File: config.mk
export PLATFORM = sky130hd
export DESIGN_NAME = pcm24_scaled_quantizer
export DESIGN_NICKNAME = d
export VERILOG_FILES = /design/src/rtl/pcm24q_pkg.sv /design/src/rtl/pcm24_scaled_quantizer.sv
export SDC_FILE = /design/constraint.sdc
export NUM_CORES = 1
export LEC_CHECK = 0
export ABC_AREA = 1
export BUFFER_PORTS_ARGS = -buffer_cell sky130_fd_sc_hd__buf_2
export CORE_MARGIN = 3
export CORE_UTILIZATION = 50
export CTS_BUF_LIST = sky130_fd_sc_hd__clkbuf_4 sky130_fd_sc_hd__clkbuf_8 sky130_fd_sc_hd__clkbuf_16
export DETAILED_ROUTE_END_ITERATION = 10
export HOLD_SLACK_MARGIN = 0.1
export PLACE_DENSITY = 0.68
export RECOVER_POWER = 50
export SYNTH_ARGS = -nofsm -noshare
export SYNTH_HDL_FRONTEND = slang
export SYNTH_SLANG_ARGS = --single-unit
File: constraint.sdc
create_clock -name i_clk -period 8.53 [get_ports i_clk]
set_clock_uncertainty 0.15 [all_clocks]
set_input_delay 1.706 -clock i_clk [delete_from_list [all_inputs] [get_ports i_clk]]
set_output_delay 1.706 -clock i_clk [all_outputs]
set_load 0.01 [all_outputs]
File: src/rtl/pcm24q_pkg.sv
`timescale 1ns / 1ps
`default_nettype none

package pcm24q_pkg;

    localparam int CODE_BITS = 24;
    localparam int FRAC_BITS = 23;

    // Numerator width of the shared divider and width of its step counter.
    localparam int NUM_W = CODE_BITS + 33;
    localparam int CNT_W = $clog2(34);

    localparam int ADDR_W = 3;
    localparam logic REG_DIRECTION = 1'b0;
    localparam logic REG_SCALE_Q   = 1'b1;

    localparam logic [31:0] MAX_CODE   = 32'((64'd1 << (CODE_BITS - 1)) - 64'd1);
    localparam logic [31:0] DEN_UNPACK = 32'((64'd1 << CODE_BITS) - 64'd2);
    localparam logic [31:0] ONE_Q      = 32'(64'd1 << FRAC_BITS);
    localparam logic [CODE_BITS-1:0] MIN_CODE = CODE_BITS'(64'd1 << (CODE_BITS - 1));
    localparam logic [30:0] SCALE_RESET = 31'd8388608;
    localparam logic [32:0] SAT_NEG_MAG = 33'h080000000;
    localparam logic [32:0] SAT_POS     = 33'h07fffffff;

    typedef struct packed {
        logic signed [31:0]   sample;
        logic [CODE_BITS-1:0] code;
        logic                 restart;
    } t_in_item;

    typedef struct packed {
        logic [CODE_BITS-1:0] packed_code;
        logic signed [31:0]   sample_out;
        logic [31:0]          block_scale;
    } t_out_item;

    typedef enum logic [2:0] {
        ST_IDLE,
        ST_PREP,
        ST_MUL,
        ST_DLOAD,
        ST_DIV,
        ST_FIN
    } t_state;

endpackage

`default_nettype wire

File: src/rtl/pcm24_scaled_quantizer.sv
`timescale 1ns / 1ps
`default_nettype none

// Peak-normalised 24-bit PCM quantiser. One transaction in gives one transaction out. In pack
// mode a signed Q8.23 sample is divided by scale_q, clamped to plus or minus one and rounded
// to a code of CODE_BITS bits; in unpack mode a code is multiplied by scale_q / MAX_CODE and
// rounded to Q8.23 with saturation. A bit-serial shift-add multiplier and a restoring divider
// that yields one quotient bit per cycle do the work. A pack transaction runs the divider, or
// skips it when the sample is zero or clamps; an unpack transaction runs the CODE_BITS
// multiplier steps and then the 33 divider steps. The result waits in an output register,
// so the next transaction is taken while it is still stalled. The running peak is cleared
// by restart and reported as block_scale, floored at one (ONE_Q).
module pcm24_scaled_quantizer (
    input  wire                                i_clk,
    input  wire                                i_rst_n,
    input  wire                                i_in_valid,
    output logic                               o_in_stall,
    input  pcm24q_pkg::t_in_item               i_in_item,
    output logic                               o_out_valid,
    input  wire                                i_out_stall,
    output pcm24q_pkg::t_out_item              o_out_item,
    input  wire                                psel,
    input  wire                                penable,
    input  wire                                pwrite,
    input  wire  [pcm24q_pkg::ADDR_W-1:0]      paddr,
    input  wire  [31:0]                        pwdata,
    output logic [31:0]                        prdata,
    output logic                               pready
);

    localparam int CB = pcm24q_pkg::CODE_BITS;
    localparam int NW = pcm24q_pkg::NUM_W;
    localparam int CW = pcm24q_pkg::CNT_W;

    pcm24q_pkg::t_state    r_state, n_state;
    logic                  r_direction;
    logic [30:0]           r_scale_q;
    logic [31:0]           r_peak, n_peak;
    logic                  r_out_valid, n_out_valid;
    pcm24q_pkg::t_out_item r_out, n_out;

    logic [31:0]           r_mag, n_mag;
    logic                  r_neg, n_neg;
    logic [31:0]           r_hi, n_hi;
    logic [CB-1:0]         r_lo, n_lo;
    logic [31:0]           r_rem, n_rem;
    logic [31:0]           r_den, n_den;
    logic [NW-1:0]         r_sh, n_sh;
    logic [32:0]           r_quo, n_quo;
    logic [CW-1:0]         r_cnt, n_cnt;
    logic [31:0]           r_bscale, n_bscale;

    logic                  in_acc;
    logic                  cfg_wr;
    logic [31:0]           smp_raw;
    logic [31:0]           smp_mag;
    logic [CB-1:0]         code_mag;
    logic [31:0]           peak_base;
    logic [31:0]           peak_new;
    logic [NW-1:0]         num;
    logic [32:0]           mul_sum;
    logic [32:0]           trial;
    logic                  trial_ge;
    logic [CB-1:0]         pack_code;
    logic [31:0]           unp_mag;
    logic [31:0]           unp_out;

    assign pready      = 1'b1;
    assign cfg_wr      = psel && penable && pwrite && pready;
    assign o_in_stall  = (r_state != pcm24q_pkg::ST_IDLE);
    assign in_acc      = i_in_valid && !o_in_stall;
    assign o_out_valid = r_out_valid;
    assign o_out_item  = r_out;

    always_comb begin
        case (paddr[2])
            pcm24q_pkg::REG_DIRECTION: prdata = {31'd0, r_direction};
            pcm24q_pkg::REG_SCALE_Q:   prdata = {1'b0, r_scale_q};
            default:                   prdata = 32'd0;
        endcase
    end

    assign smp_raw   = i_in_item.sample;
    assign smp_mag   = smp_raw[31] ? (~smp_raw + 32'd1) : smp_raw;
    assign code_mag  = i_in_item.code[CB-1] ? (~i_in_item.code + CB'(1)) : i_in_item.code;
    assign peak_base = i_in_item.restart ? 32'd0 : r_peak;
    assign peak_new  = (smp_mag > peak_base) ? smp_mag : peak_base;

    assign num = r_direction
        ? ((NW'({r_hi, r_lo}) << 1) + NW'(pcm24q_pkg::MAX_CODE))
        : ((NW'(r_mag) << CB) - (NW'(r_mag) << 1) + NW'(r_scale_q));

    assign mul_sum  = {1'b0, r_hi} + (r_lo[0] ? {2'b0, r_scale_q} : 33'd0);
    assign trial    = {r_rem, r_sh[NW-1]};
    assign trial_ge = (trial >= {1'b0, r_den});

    assign pack_code = r_neg ? (~r_quo[CB-1:0] + CB'(1)) : r_quo[CB-1:0];

    always_comb begin
        if (r_neg) begin
            unp_mag = (r_quo > pcm24q_pkg::SAT_NEG_MAG) ? pcm24q_pkg::SAT_NEG_MAG[31:0]
                                                         : r_quo[31:0];
            unp_out = ~unp_mag + 32'd1;
        end else begin
            unp_mag = (r_quo > pcm24q_pkg::SAT_POS) ? pcm24q_pkg::SAT_POS[31:0] : r_quo[31:0];
            unp_out = unp_mag;
        end
    end

    always_comb begin
        n_state     = r_state;
        n_peak      = r_peak;
        n_out_valid = r_out_valid;
        n_out       = r_out;
        n_mag       = r_mag;
        n_neg       = r_neg;
        n_hi        = r_hi;
        n_lo        = r_lo;
        n_rem       = r_rem;
        n_den       = r_den;
        n_sh        = r_sh;
        n_quo       = r_quo;
        n_cnt       = r_cnt;
        n_bscale    = r_bscale;

        if (r_out_valid && !i_out_stall) begin
            n_out_valid = 1'b0;
        end

        case (r_state)
            pcm24q_pkg::ST_IDLE: begin
                if (in_acc) begin
                    n_mag    = smp_mag;
                    n_lo     = code_mag;
                    n_hi     = 32'd0;
                    n_neg    = r_direction ? i_in_item.code[CB-1] : smp_raw[31];
                    n_peak   = peak_new;
                    n_bscale = (peak_new < pcm24q_pkg::ONE_Q) ? pcm24q_pkg::ONE_Q : peak_new;
                    n_state  = pcm24q_pkg::ST_PREP;
                end
            end
            pcm24q_pkg::ST_PREP: begin
                if (r_direction) begin
                    n_cnt   = CW'(CB);
                    n_state = pcm24q_pkg::ST_MUL;
                end else if (r_mag == 32'd0) begin
                    n_quo   = 33'd0;
                    n_state = pcm24q_pkg::ST_FIN;
                end else if (r_mag >= {1'b0, r_scale_q}) begin
                    n_quo   = {1'b0, pcm24q_pkg::MAX_CODE};
                    n_state = pcm24q_pkg::ST_FIN;
                end else begin
                    n_rem   = 32'(num >> (CB - 1));
                    n_sh    = num << (NW - (CB - 1));
                    n_den   = {r_scale_q, 1'b0};
                    n_quo   = 33'd0;
                    n_cnt   = CW'(CB - 1);
                    n_state = pcm24q_pkg::ST_DIV;
                end
            end
            pcm24q_pkg::ST_MUL: begin
                n_hi  = mul_sum[32:1];
                n_lo  = {mul_sum[0], r_lo[CB-1:1]};
                n_cnt = r_cnt - CW'(1);
                if (r_cnt == CW'(1)) begin
                    n_state = pcm24q_pkg::ST_DLOAD;
                end
            end
            pcm24q_pkg::ST_DLOAD: begin
                n_rem   = 32'(num >> 33);
                n_sh    = num << (NW - 33);
                n_den   = pcm24q_pkg::DEN_UNPACK;
                n_quo   = 33'd0;
                n_cnt   = CW'(33);
                n_state = pcm24q_pkg::ST_DIV;
            end
            pcm24q_pkg::ST_DIV: begin
                n_rem = trial_ge ? 32'(trial - {1'b0, r_den}) : trial[31:0];
                n_sh  = r_sh << 1;
                n_quo = {r_quo[31:0], trial_ge};
                n_cnt = r_cnt - CW'(1);
                if (r_cnt == CW'(1)) begin
                    n_state = pcm24q_pkg::ST_FIN;
                end
            end
            pcm24q_pkg::ST_FIN: begin
                if (!r_out_valid || !i_out_stall) begin
                    n_out_valid           = 1'b1;
                    n_out.packed_code     = r_direction ? '0 : pack_code;
                    n_out.sample_out      = r_direction ? unp_out : 32'd0;
                    n_out.block_scale     = r_bscale;
                    n_state               = pcm24q_pkg::ST_IDLE;
                end
            end
            default: begin
                n_state = pcm24q_pkg::ST_IDLE;
            end
        endcase
    end

    always_ff @(posedge i_clk) begin
        if (!i_rst_n) begin
            r_state     <= pcm24q_pkg::ST_IDLE;
            r_direction <= 1'b0;
            r_scale_q   <= pcm24q_pkg::SCALE_RESET;
            r_peak      <= 32'd0;
            r_out_valid <= 1'b0;
        end else begin
            r_state     <= n_state;
            r_peak      <= n_peak;
            r_out_valid <= n_out_valid;
            if (cfg_wr && (paddr[2] == pcm24q_pkg::REG_DIRECTION)) begin
                r_direction <= pwdata[0];
            end
            if (cfg_wr && (paddr[2] == pcm24q_pkg::REG_SCALE_Q)) begin
                r_scale_q <= pwdata[30:0];
            end
        end
    end

    always_ff @(posedge i_clk) begin
        r_out    <= n_out;
        r_mag    <= n_mag;
        r_neg    <= n_neg;
        r_hi     <= n_hi;
        r_lo     <= n_lo;
        r_rem    <= n_rem;
        r_den    <= n_den;
        r_sh     <= n_sh;
        r_quo    <= n_quo;
        r_cnt    <= n_cnt;
        r_bscale <= n_bscale;
    end

`ifndef SYNTHESIS
    a_accept_starts: assert property (@(posedge i_clk) disable iff (!i_rst_n)
        in_acc |=> (r_state == pcm24q_pkg::ST_PREP))
        else $error("accepted transaction did not start processing");

    a_rem_below_den: assert property (@(posedge i_clk) disable iff (!i_rst_n)
        (r_state == pcm24q_pkg::ST_DIV) |-> (r_rem < r_den))
        else $error("divider remainder not below divisor");

    a_code_symmetric: assert property (@(posedge i_clk) disable iff (!i_rst_n)
        o_out_valid |-> (o_out_item.packed_code != pcm24q_pkg::MIN_CODE))
        else $error("packed code outside the symmetric range");

    a_scale_floor: assert property (@(posedge i_clk) disable iff (!i_rst_n)
        o_out_valid |-> (o_out_item.block_scale >= pcm24q_pkg::ONE_Q))
        else $error("block scale below one");
`endif

endmodule

`default_nettype wire
After elaboration in Yosys (flattened, before gate mapping)

Cells that the tools add are included.

Order comparisons: 6
Equality and inequality tests: 15
Add/sub/neg operators: 10
Divide/modulo/power cells: 0
Shifts and indexed selects: 0
Multipliers: 0
Reduce and logical (&&, ||, !) cells: 26
Mux-type cells: 48
Bitwise gates (word level): 5

Operator list:

| cell                                                            | number |
|---|---|
| 2-to-1 mux 32 bit                                               | 14 |
| 2-to-1 mux 57 bit                                               | 4 |
| one-hot mux 32 bit (2 select lines)                             | 3 |
| one-hot mux 57 bit (3 select lines)                             | 1 |
| one-hot mux 33 bit (3 select lines)                             | 1 |
| one-hot mux 32 bit (3 select lines)                             | 1 |
| 2-to-1 mux 24 bit                                               | 3 |
| adder 32 x 1 -> 32 bit, second input constant                   | 2 |
| inverter 32 bit                                                 | 2 |
| adder 57 x 23 -> 57 bit, second input constant                  | 1 |
| adder 57 x 31 -> 57 bit                                         | 1 |
| subtractor 56 x 33 -> 57 bit                                    | 1 |
| adder 24 x 1 -> 24 bit, second input constant                   | 2 |
| inverter 24 bit                                                 | 2 |
| one-hot mux 24 bit (2 select lines)                             | 1 |
| 2-to-1 mux 23 bit                                               | 2 |
| adder 32 x 31 -> 33 bit                                         | 1 |
| greater-or-equal comparator 33 x 32 -> 1 bit                    | 1 |
| greater-than comparator 33 x 31 -> 1 bit, second input constant | 1 |
| greater-than comparator 33 x 32 -> 1 bit, second input constant | 1 |
| 2-to-1 mux 33 bit                                               | 1 |
| greater-or-equal comparator 32 x 31 -> 1 bit                    | 1 |
| greater-than comparator 32 bit                                  | 1 |
| logical NOT 32 bit                                              | 1 |
| other kinds (26)                                                | 61 |

Output and inout port bits: 123
Input bits: 99
Memories kept: 0
RAM bits: 0
Logic and storage cells: 128
Bits in read-only memories: 0
Latch bits: 0
Register bits after elaboration: 437

Depth between registers and ports, before layout

Gate-level depths: netlist of run 1.

Depth in word-level cells: 7
Mapped depth: 27
Depth with buffers taken out: 26

Least setup slack after synthesis of run 1

OpenSTA, ideal clock, no wires.

Path kind: input port to flip-flop
Start point: input i_out_stall
End point: register r_out (netlist bit o_out_item[0]), enable pin
Arrival: 5.870 ns
Required time: 7.817 ns
Path slack: 1.947 ns
Setup time: 0.563 ns
Stages on the path: 1
Cells stage by stage: a21oi_1

Word-level cells in the longest chain between the ends: 3

RTL lines:

| item                          | line                          | RTL |
|---|---|---|
| start, declared               | pcm24_scaled_quantizer.sv:20  | `input wire i_out_stall,` |
| logical NOT 1 bit             | pcm24_scaled_quantizer.sv:187 | `if (!r_out_valid \|\| !i_out_stall) begin` |
| logical OR 1 bit              | pcm24_scaled_quantizer.sv:187 |  |
| AND reduction 2 bit (no line) | n/a                           |  |
| end signal, assigned          | pcm24_scaled_quantizer.sv:222 | `r_out <= n_out;` |
| end, declared                 | pcm24_scaled_quantizer.sv:40  | `pcm24q_pkg::t_out_item r_out, n_out;` |

Every way passes these cells.
A chain may end at the register's enable or synchronous reset.

Worst setup path in the final report of run 1

Start point: register r_direction
End point: output prdata[0]

Word-level cells in the longest chain between the ends: 1

RTL lines:

| item                                | line                          | RTL |
|---|---|---|
| start, declared                     | pcm24_scaled_quantizer.sv:36  | `logic r_direction;` |
| start signal, assigned              | pcm24_scaled_quantizer.sv:213 | `r_direction <= pwdata[0];` |
| one-hot mux 32 bit (2 select lines) | pcm24_scaled_quantizer.sv:76  | `case (paddr[2])` |
| end, declared                       | pcm24_scaled_quantizer.sv:27  | `output logic [31:0] prdata,` |

Every way passes these cells. The select of a mux whose other input is x is not followed.

==> flow_metrics.py, run 1 <==
metrics = {
    "pwr": {
        "leakage_nw": 15.8,
        "powerDensity_mw_per_mm2": 326,
        "ir_drop_uv": 171,
        "totalPowerFinal_w": 0.0116,
    },
    "hold_path": {
        "min-delay-start": "r_bscale[7]",
        "timing.hold.worst_path_depth": 0,
        "timing.hold.worst.class": "register to register",
        "worstHoldEndpoint": "o_out_item[7]",
    },
    "cells_and_area": {
        "most_common_cell_after_layout_fill_and_taps_aside": "sky130_fd_sc_hd__nand2_1",
        "design.final.nets": 4953,
        "final_layout_size_suffix_gt1_share_pct": 6.05,
        "finished_cell_area_mm2": 0.0355,
        "layout.cells.most_common_list": "sky130_fd_sc_hd__nand2_1 (981), sky130_fd_sc_hd__inv_1 (646), sky130_fd_sc_hd__nor2_1 (446)",
        "layoutNonFillerInstCount": 5506,
        "fillcell_total": 6160,
        "layout-area-overhead-vs-synth_pct": 10.1,
    },
    "floorplan": {
        "die_h_um": 260,
        "core.rowCount": 92,
        "initial_util_pct": 50.8,
        "die_width_um": 260,
        "placeableCoreArea_mm2": 0.0634,
        "top_level_ports": 222,
        "dieArea_mm2": 0.0675,
    },
    "yosys": {
        "synth_seq_cells": 412,
        "yosys.cell_types.count": 66,
        "proportion_of_synthesized_flip_flops_having_asynchronous_set_or_reset_pct": 0,
        "synth_enable_flop_cells": 344,
        "synth.yosys.seq_area_share_pct": 36.3,
        "netlist_area_mm2": 0.0322,
        "synth_warnings": 0,
        "synth_net_count": 4783,
        "post_synth_inst_count": 4451,
        "synth-main-ff-cell": "sky130_fd_sc_hd__edfxtp_1",
        "avgSynthCellArea_um2": 7.24,
    },
    "critical_path": {
        "endpoint_kind": "output port",
        "required_ns": 6.67,
        "crit_path_cells": "clkinvlp_2 > o21ai_0 > buf_2",
        "timing.setup.critical_path_class": "register to output port",
        "cp.buffers_inverters": 2,
        "cp_max_fo": 47,
        "timing.reg2reg.worst_path_depth": 6,
        "critPathArrivalTime_ns": 5.01,
        "critical_path.max_stage_delay_ns": 2.18,
        "timing.rr.start": "r_direction",
        "timing.critical_path.from_type": "register",
        "cpLargestDelayFamily": "buffers and inverters",
        "crit_slowest_cell": "sky130_fd_sc_hd__clkinvlp_2",
        "register_to_register_setup_slack_ns": 1.98,
        "endpoint_of_the_worst_slack_reg_to_reg_timing_path": "r_rem[10]",
    },
    "routing": {
        "drt_pass1_iterations": 8,
        "vias": 31800,
        "drt_drc_violations_left": 0,
        "drt-total-wl_um": 116000,
        "drt_iter0_drc": 3793,
        "final_antenna_net_count": 0,
        "wl_per_cell_um": 21.1,
        "avgViaCountPerCell": 5.77,
    },
    "sta": {
        "fmax_ghz": 0.146,
        "tightestPinTransition_ns": 3.02,
        "timing.final.hold_violations": 0,
        "setup_viol": 0,
        "timing.setup.tns_ns": 0,
        "grt_setup_unrepaired": "no",
        "layout_worst_path_cycle_share_pct": 80.5,
        "setup_ws_ns": 1.66,
        "max-slew-margin-rel_pct": -101,
        "timing_max_transition_violations_final": 652,
        "min_period_ns": 6.87,
    },
    "outcome": {
        "failed_checks": "capacitance limit, slew limit",
        "status": "finished with violations",
    },
    "clock_tree": {
        "clkSlewWorstSetupHoldPaths_ns": 0.06,
        "clock_path_buffers": 3,
        "cts_resized": 0,
        "cts.repair_timing.setup_buffer_count": 0,
        "tritoncts.num_buffers": 47,
        "cts_htree_levels": 2,
        "cts.sinks": 412,
        "holdBufCountCts": 0,
        "clock-root-buffer": "sky130_fd_sc_hd__clkbuf_16",
        "clk-insertion-delay-late_ns": 0.59,
        "tritoncts": "built",
    },
    "place": {
        "number_of_port_buffers": 216,
        "postPlaceCellArea_mm2": 0.0341,
        "finalWeightedCongestion": 1.07,
        "post_place_setup_slack_ns": 2.14,
        "numPlacedInstances": 5418,
        "hpwlAfterDp_um": 92500,
    },
    "global_routing": {
        "grt-ovfl-total": 0,
        "global_route.usage.total_pct": 33.6,
        "grt_first_pass_wirelength_um": 173000,
        "vias_in_the_first_global_route": 28500,
        "antenna_found_initial": 3,
        "grt_max_degree": 66,
    },
    "run": {
        "cap_violations": 13,
    },
}
-- synth_stat cells (5+ instances only) --
cell type | number | area, um2
sky130_fd_sc_hd__xnor2_1 | 39 | 342
sky130_fd_sc_hd__buf_1 | 13 | 48.8
sky130_fd_sc_hd__a31oi_1 | 16 | 100
sky130_fd_sc_hd__a21o_1 | 12 | 90.1
sky130_fd_sc_hd__o31ai_1 | 9 | 67.6
sky130_fd_sc_hd__o22ai_1 | 5 | 31.3
sky130_fd_sc_hd__buf_6 | 5 | 56.3
sky130_fd_sc_hd__o21ai_1 | 27 | 135
sky130_fd_sc_hd__nand3_2 | 6 | 60.1
sky130_fd_sc_hd__nand4_1 | 101 | 632
sky130_fd_sc_hd__nand3b_1 | 9 | 67.6
sky130_fd_sc_hd__a21oi_1 | 348 | 1740
sky130_fd_sc_hd__a21boi_0 | 7 | 52.6
sky130_fd_sc_hd__edfxtp_1 | 344 | 10300
sky130_fd_sc_hd__a211oi_1 | 5 | 37.5
sky130_fd_sc_hd__o21bai_1 | 43 | 323
sky130_fd_sc_hd__o21a_1 | 29 | 218
sky130_fd_sc_hd__nor2_2 | 11 | 68.8
sky130_fd_sc_hd__buf_4 | 7 | 52.6
sky130_fd_sc_hd__fa_1 | 10 | 200
sky130_fd_sc_hd__o21ai_0 | 318 | 1590
sky130_fd_sc_hd__buf_2 | 12 | 60.1
sky130_fd_sc_hd__nand3_1 | 360 | 1800
sky130_fd_sc_hd__o211ai_1 | 30 | 225
sky130_fd_sc_hd__dfxtp_1 | 68 | 1360
sky130_fd_sc_hd__nor3_1 | 71 | 355
sky130_fd_sc_hd__nand2_2 | 9 | 56.3
sky130_fd_sc_hd__or2_2 | 13 | 81.3
sky130_fd_sc_hd__nor2_1 | 447 | 1680
sky130_fd_sc_hd__nand2_1 | 979 | 3670
sky130_fd_sc_hd__inv_1 | 644 | 2420
sky130_fd_sc_hd__nor4_1 | 13 | 81.3
sky130_fd_sc_hd__clkbuf_1 | 87 | 327
sky130_fd_sc_hd__ha_1 | 223 | 2790
sky130_fd_sc_hd__inv_2 | 16 | 60.1
sky130_fd_sc_hd__xor2_1 | 63 | 552
-- flip-flops by register name, indices dropped and copies added (netlist names), 3 cells and up --
signal and count:
r_cnt 6, r_quo 33, r_scale_q 31, r_mag 32, r_sh 33, r_rem 32
r_bscale 32, r_peak 32, r_state 3, o_out_item 88, r_lo 24, r_hi 32
r_den 31
-- stage by stage --
step                      util, %  hold WS (ns)
after floorplan                 -         0.250
after CTS                    56.3         0.267
after detailed placement     53.7         0.255
final                        55.9         0.267
after global placement       53.7         0.253
after global routing         55.9         0.274
-- worst max path at each step --
stage	startpoint	endpoint	slack (ns)	cells after the start
after detailed placement	i_in_item[25]	r_bscale[2]	2.14	21
after floorplan	i_out_stall	o_out_item[0]	1.95	1
after CTS	i_in_item[25]	r_bscale[9]	2.73	21
final	r_direction	prdata[0]	1.66	3
after global routing	i_in_item[56]	r_bscale[2]	1.23	20
after global placement	i_in_item[25]	r_bscale[14]	2.19	21
-- logic make-up after synthesis --
group	share of synthesized area [%]
AND/OR/NAND/NOR	27.1
buffers and inverters	9.43
XOR/XNOR	2.77
other	0.0233
multiplexers	0.0660
AO/OA/AOI/OAI	15.0
adder cells (fa/ha/maj)	9.28
flip-flops	36.3
-- area by class of cell --
class	instances	area, um2	share of cell area [%]
well taps	846	1060	2.98
inverters	664	2490	7.03
flip-flops and latches	412	11700	33.0
clock buffers	62	1340	3.77
clock inverters	24	268	0.755
repair buffers	245	1100	3.11
diodes	2	5.00	0.0141
multi-input cells	3251	17500	49.4
-- layer usage --
metal / vias up / GRT usage (%) / share of wire, % / wire length (um)
met3: 187 / 6.34 / 10 / 11800
met2: 1471 / 48.7 / 41 / 48100
li1: 15300 / - / - / -
met5: - / 0 / 0 / 0
met1: 14800 / 50.6 / 45 / 52500
met4: 0 / 10.1 / 3.2 / 3710
-- power by group --
part / internal, W / switching, W
clock: 0.00126 / 0.000863
combinational: 0.00175 / 0.00402
sequential: 0.00312 / 0.000547
total: 0.00613 / 0.00543
-- worst register-to-register path: cells and delay by family, from the launching register on --
kind	cells	cell delay (ns)
compound gates	2	0.81
flops	1	1.26
simple gates	2	0.39
buf+inv	2	3.66
Note: power is estimated with default switching activity, not from simulation.
==> inputs of run 2 (changes only) <==
- clock period: 8.53 -> 6.9 ns (I/O delays scaled with it)
==> run 2 against run 1 <==
Net effect: the run still ends with capacitance limit, slew limit left; power rose by 24%; non-clock buffer count rose by 6; combinational power rose by 24%; global-route usage rose by 1.7 points; sequential cell count did not move; first-iteration DRC count rose by 0.32%; critical path depth did not move; count of clock-buffer cells in the layout fell by 7; cell area barely moved; largest cell class unchanged.
==> flow_metrics.py, run 2 (same netlist as run 1, synthesis figures left out) <==
metrics = {
    "critical_path": {
        "endpoint_kind": "register",
        "timing.critical_path.from_type": "register",
        "worst_setup_ep": "o_out_item[37]",
        "endpoint_of_the_worst_slack_reg_to_reg_timing_path": "o_out_item[37]",
        "timing.rr.start": "r_direction",
        "required_ns": 7.10,
        "cpLargestDelayFamily": "buffers and inverters",
        "critPathLaunch": "r_direction",
        "cp_max_fo": 61,
        "critical_path.max_stage_delay_ns": 2.43,
        "timing.reg2reg.worst_path_depth": 3,
        "crit_cells": 3,
        "critPathArrivalTime_ns": 5.82,
        "cp.buffers_inverters": 1,
        "crit_slowest_cell": "sky130_fd_sc_hd__clkbuf_1",
        "register_to_register_setup_slack_ns": 1.28,
        "crit_path_cells": "clkbuf_1 > o21ai_0 > a211oi_1",
        "timing.setup.critical_path_class": "register to register",
    },
    "floorplan": {
        "initial_util_pct": 50.8,
        "die_width_um": 260,
        "die_h_um": 260,
        "placeableCoreArea_mm2": 0.0634,
        "core.rowCount": 92,
        "top_level_ports": 222,
        "dieArea_mm2": 0.0675,
    },
    "global_routing": {
        "grt-ovfl-total": 0,
        "grt_max_degree": 82,
        "grt_first_pass_wirelength_um": 181000,
        "vias_in_the_first_global_route": 29400,
        "antenna_found_initial": 5,
        "global_route.usage.total_pct": 35.3,
    },
    "outcome": {
        "status": "finished with violations",
        "failed_checks": "capacitance limit, slew limit",
    },
    "clock_tree": {
        "cts.sinks": 412,
        "cts_htree_levels": 2,
        "cts.repair_timing.setup_buffer_count": 0,
        "tritoncts.num_buffers": 46,
        "cts_resized": 0,
        "tritoncts": "built",
        "clock-root-buffer": "sky130_fd_sc_hd__clkbuf_16",
        "clk-insertion-delay-late_ns": 0.60,
        "clkSlewWorstSetupHoldPaths_ns": 0.06,
        "holdBufCountCts": 0,
        "clock_path_buffers": 3,
    },
    "sta": {
        "timing.final.hold_violations": 0,
        "min_period_ns": 5.62,
        "grt_setup_unrepaired": "no",
        "setup_viol": 0,
        "layout_worst_path_cycle_share_pct": 81.5,
        "max-slew-margin-rel_pct": -125,
        "tightestPinTransition_ns": 3.37,
        "timing.setup.tns_ns": 0,
        "timing_max_transition_violations_final": 575,
        "fmax_ghz": 0.178,
    },
    "pwr": {
        "powerDensity_mw_per_mm2": 405,
        "ir_drop_uv": 262,
        "leakage_nw": 15.8,
        "totalPowerFinal_w": 0.0144,
    },
    "cells_and_area": {
        "design.final.nets": 4958,
        "number_of_flip_flops_in_the_largest_register": 88,
        "layout-area-overhead-vs-synth_pct": 10.2,
        "layoutNonFillerInstCount": 5510,
        "fillcell_total": 6371,
        "layout.cells.most_common_list": "sky130_fd_sc_hd__nand2_1 (979), sky130_fd_sc_hd__inv_1 (646), sky130_fd_sc_hd__nor2_1 (449)",
        "most_common_cell_after_layout_fill_and_taps_aside": "sky130_fd_sc_hd__nand2_1",
        "final_layout_size_suffix_gt1_share_pct": 6.09,
    },
    "place": {
        "number_of_port_buffers": 216,
        "hpwlAfterDp_um": 96800,
        "numPlacedInstances": 5424,
        "finalWeightedCongestion": 1.02,
    },
    "routing": {
        "vias": 31900,
        "drt_iter0_drc": 3805,
        "drt_drc_violations_left": 0,
        "wl_per_cell_um": 22.0,
        "drt-total-wl_um": 121000,
        "avgViaCountPerCell": 5.78,
        "final_antenna_net_count": 0,
        "drt_pass1_iterations": 6,
    },
    "hold_path": {
        "timing.hold.worst.class": "register to register",
    },
    "run": {
        "cap_violations": 14,
    },
}
run 2: changes by cell type in the layout (fill, tap and decap cells not counted), sizes merged:
cell,previous run,this run
bufinv,5,7
clkinvlp,4,5
inv,663,664
diode,2,1
buf,130,133
clkinv,16,18
clkbuf,177,173
run 2: through the flow:
stage                     instance area [um2]  utilization, %  worst slack, ns  hold WS (ns)
after global routing                    35500            55.9             1.08         0.277
after floorplan                         32200               -            0.643         0.250
after CTS                               35700            56.3             1.78         0.268
after global placement                  34100            53.8             1.20         0.254
final                                   35500            55.9             1.28         0.264
after detailed placement                34100            53.8             1.14         0.255
run 2: how the worst min path moves through the flow:
| stage | start | endpoint | cells after the start |
|---|---|---|---|
| floorplan | r_bscale[0] | o_out_item[0] | 0 |
| global placement | r_bscale[31] | o_out_item[31] | 0 |
| detailed placement | r_bscale[25] | o_out_item[25] | 0 |
| CTS | r_bscale[25] | o_out_item[25] | 0 |
| global route | r_bscale[9] | o_out_item[9] | 0 |
| finish | r_bscale[25] | o_out_item[25] | 0 |
run 2: worst reg2reg max path: stages (launching register included):
cell                       delay, ns
sky130_fd_sc_hd__dfxtp_1        0.96
sky130_fd_sc_hd__clkbuf_1       2.45
sky130_fd_sc_hd__o21ai_0        1.16
sky130_fd_sc_hd__a211oi_1       0.67
run 2: power breakdown:
| part | internal [W] | leakage (nW) | switching, W |
|---|---|---|---|
| logic | 0.00215 | 11.3 | 0.00502 |
| clock network | 0.00155 | 0.787 | 0.00110 |
| registers | 0.00385 | 3.79 | 0.000707 |
| total | 0.00755 | 15.8 | 0.00683 |
run 2: area by class of cell:
| type | count | area [um2] | share of cell area, % |
|---|---|---|---|
| antenna | 1 | 2.50 | 0.00705 |
| clock buffer | 55 | 1220 | 3.45 |
| clock inverter | 30 | 372 | 1.05 |
| inverter | 664 | 2490 | 7.03 |
| multi-input combinational | 3251 | 17500 | 49.3 |
| sequential | 412 | 11700 | 32.9 |
| tap | 846 | 1060 | 2.98 |
| timing repair buffer | 251 | 1140 | 3.22 |
run 2: per-layer routing:
metal,global-route usage (%),wire length (um),up-vias
met1,52.8,55300,14900
li1,-,-,15300
met4,9.08,3440,6
met2,52.2,50800,1454
met3,6.44,11700,173
met5,0,38,-
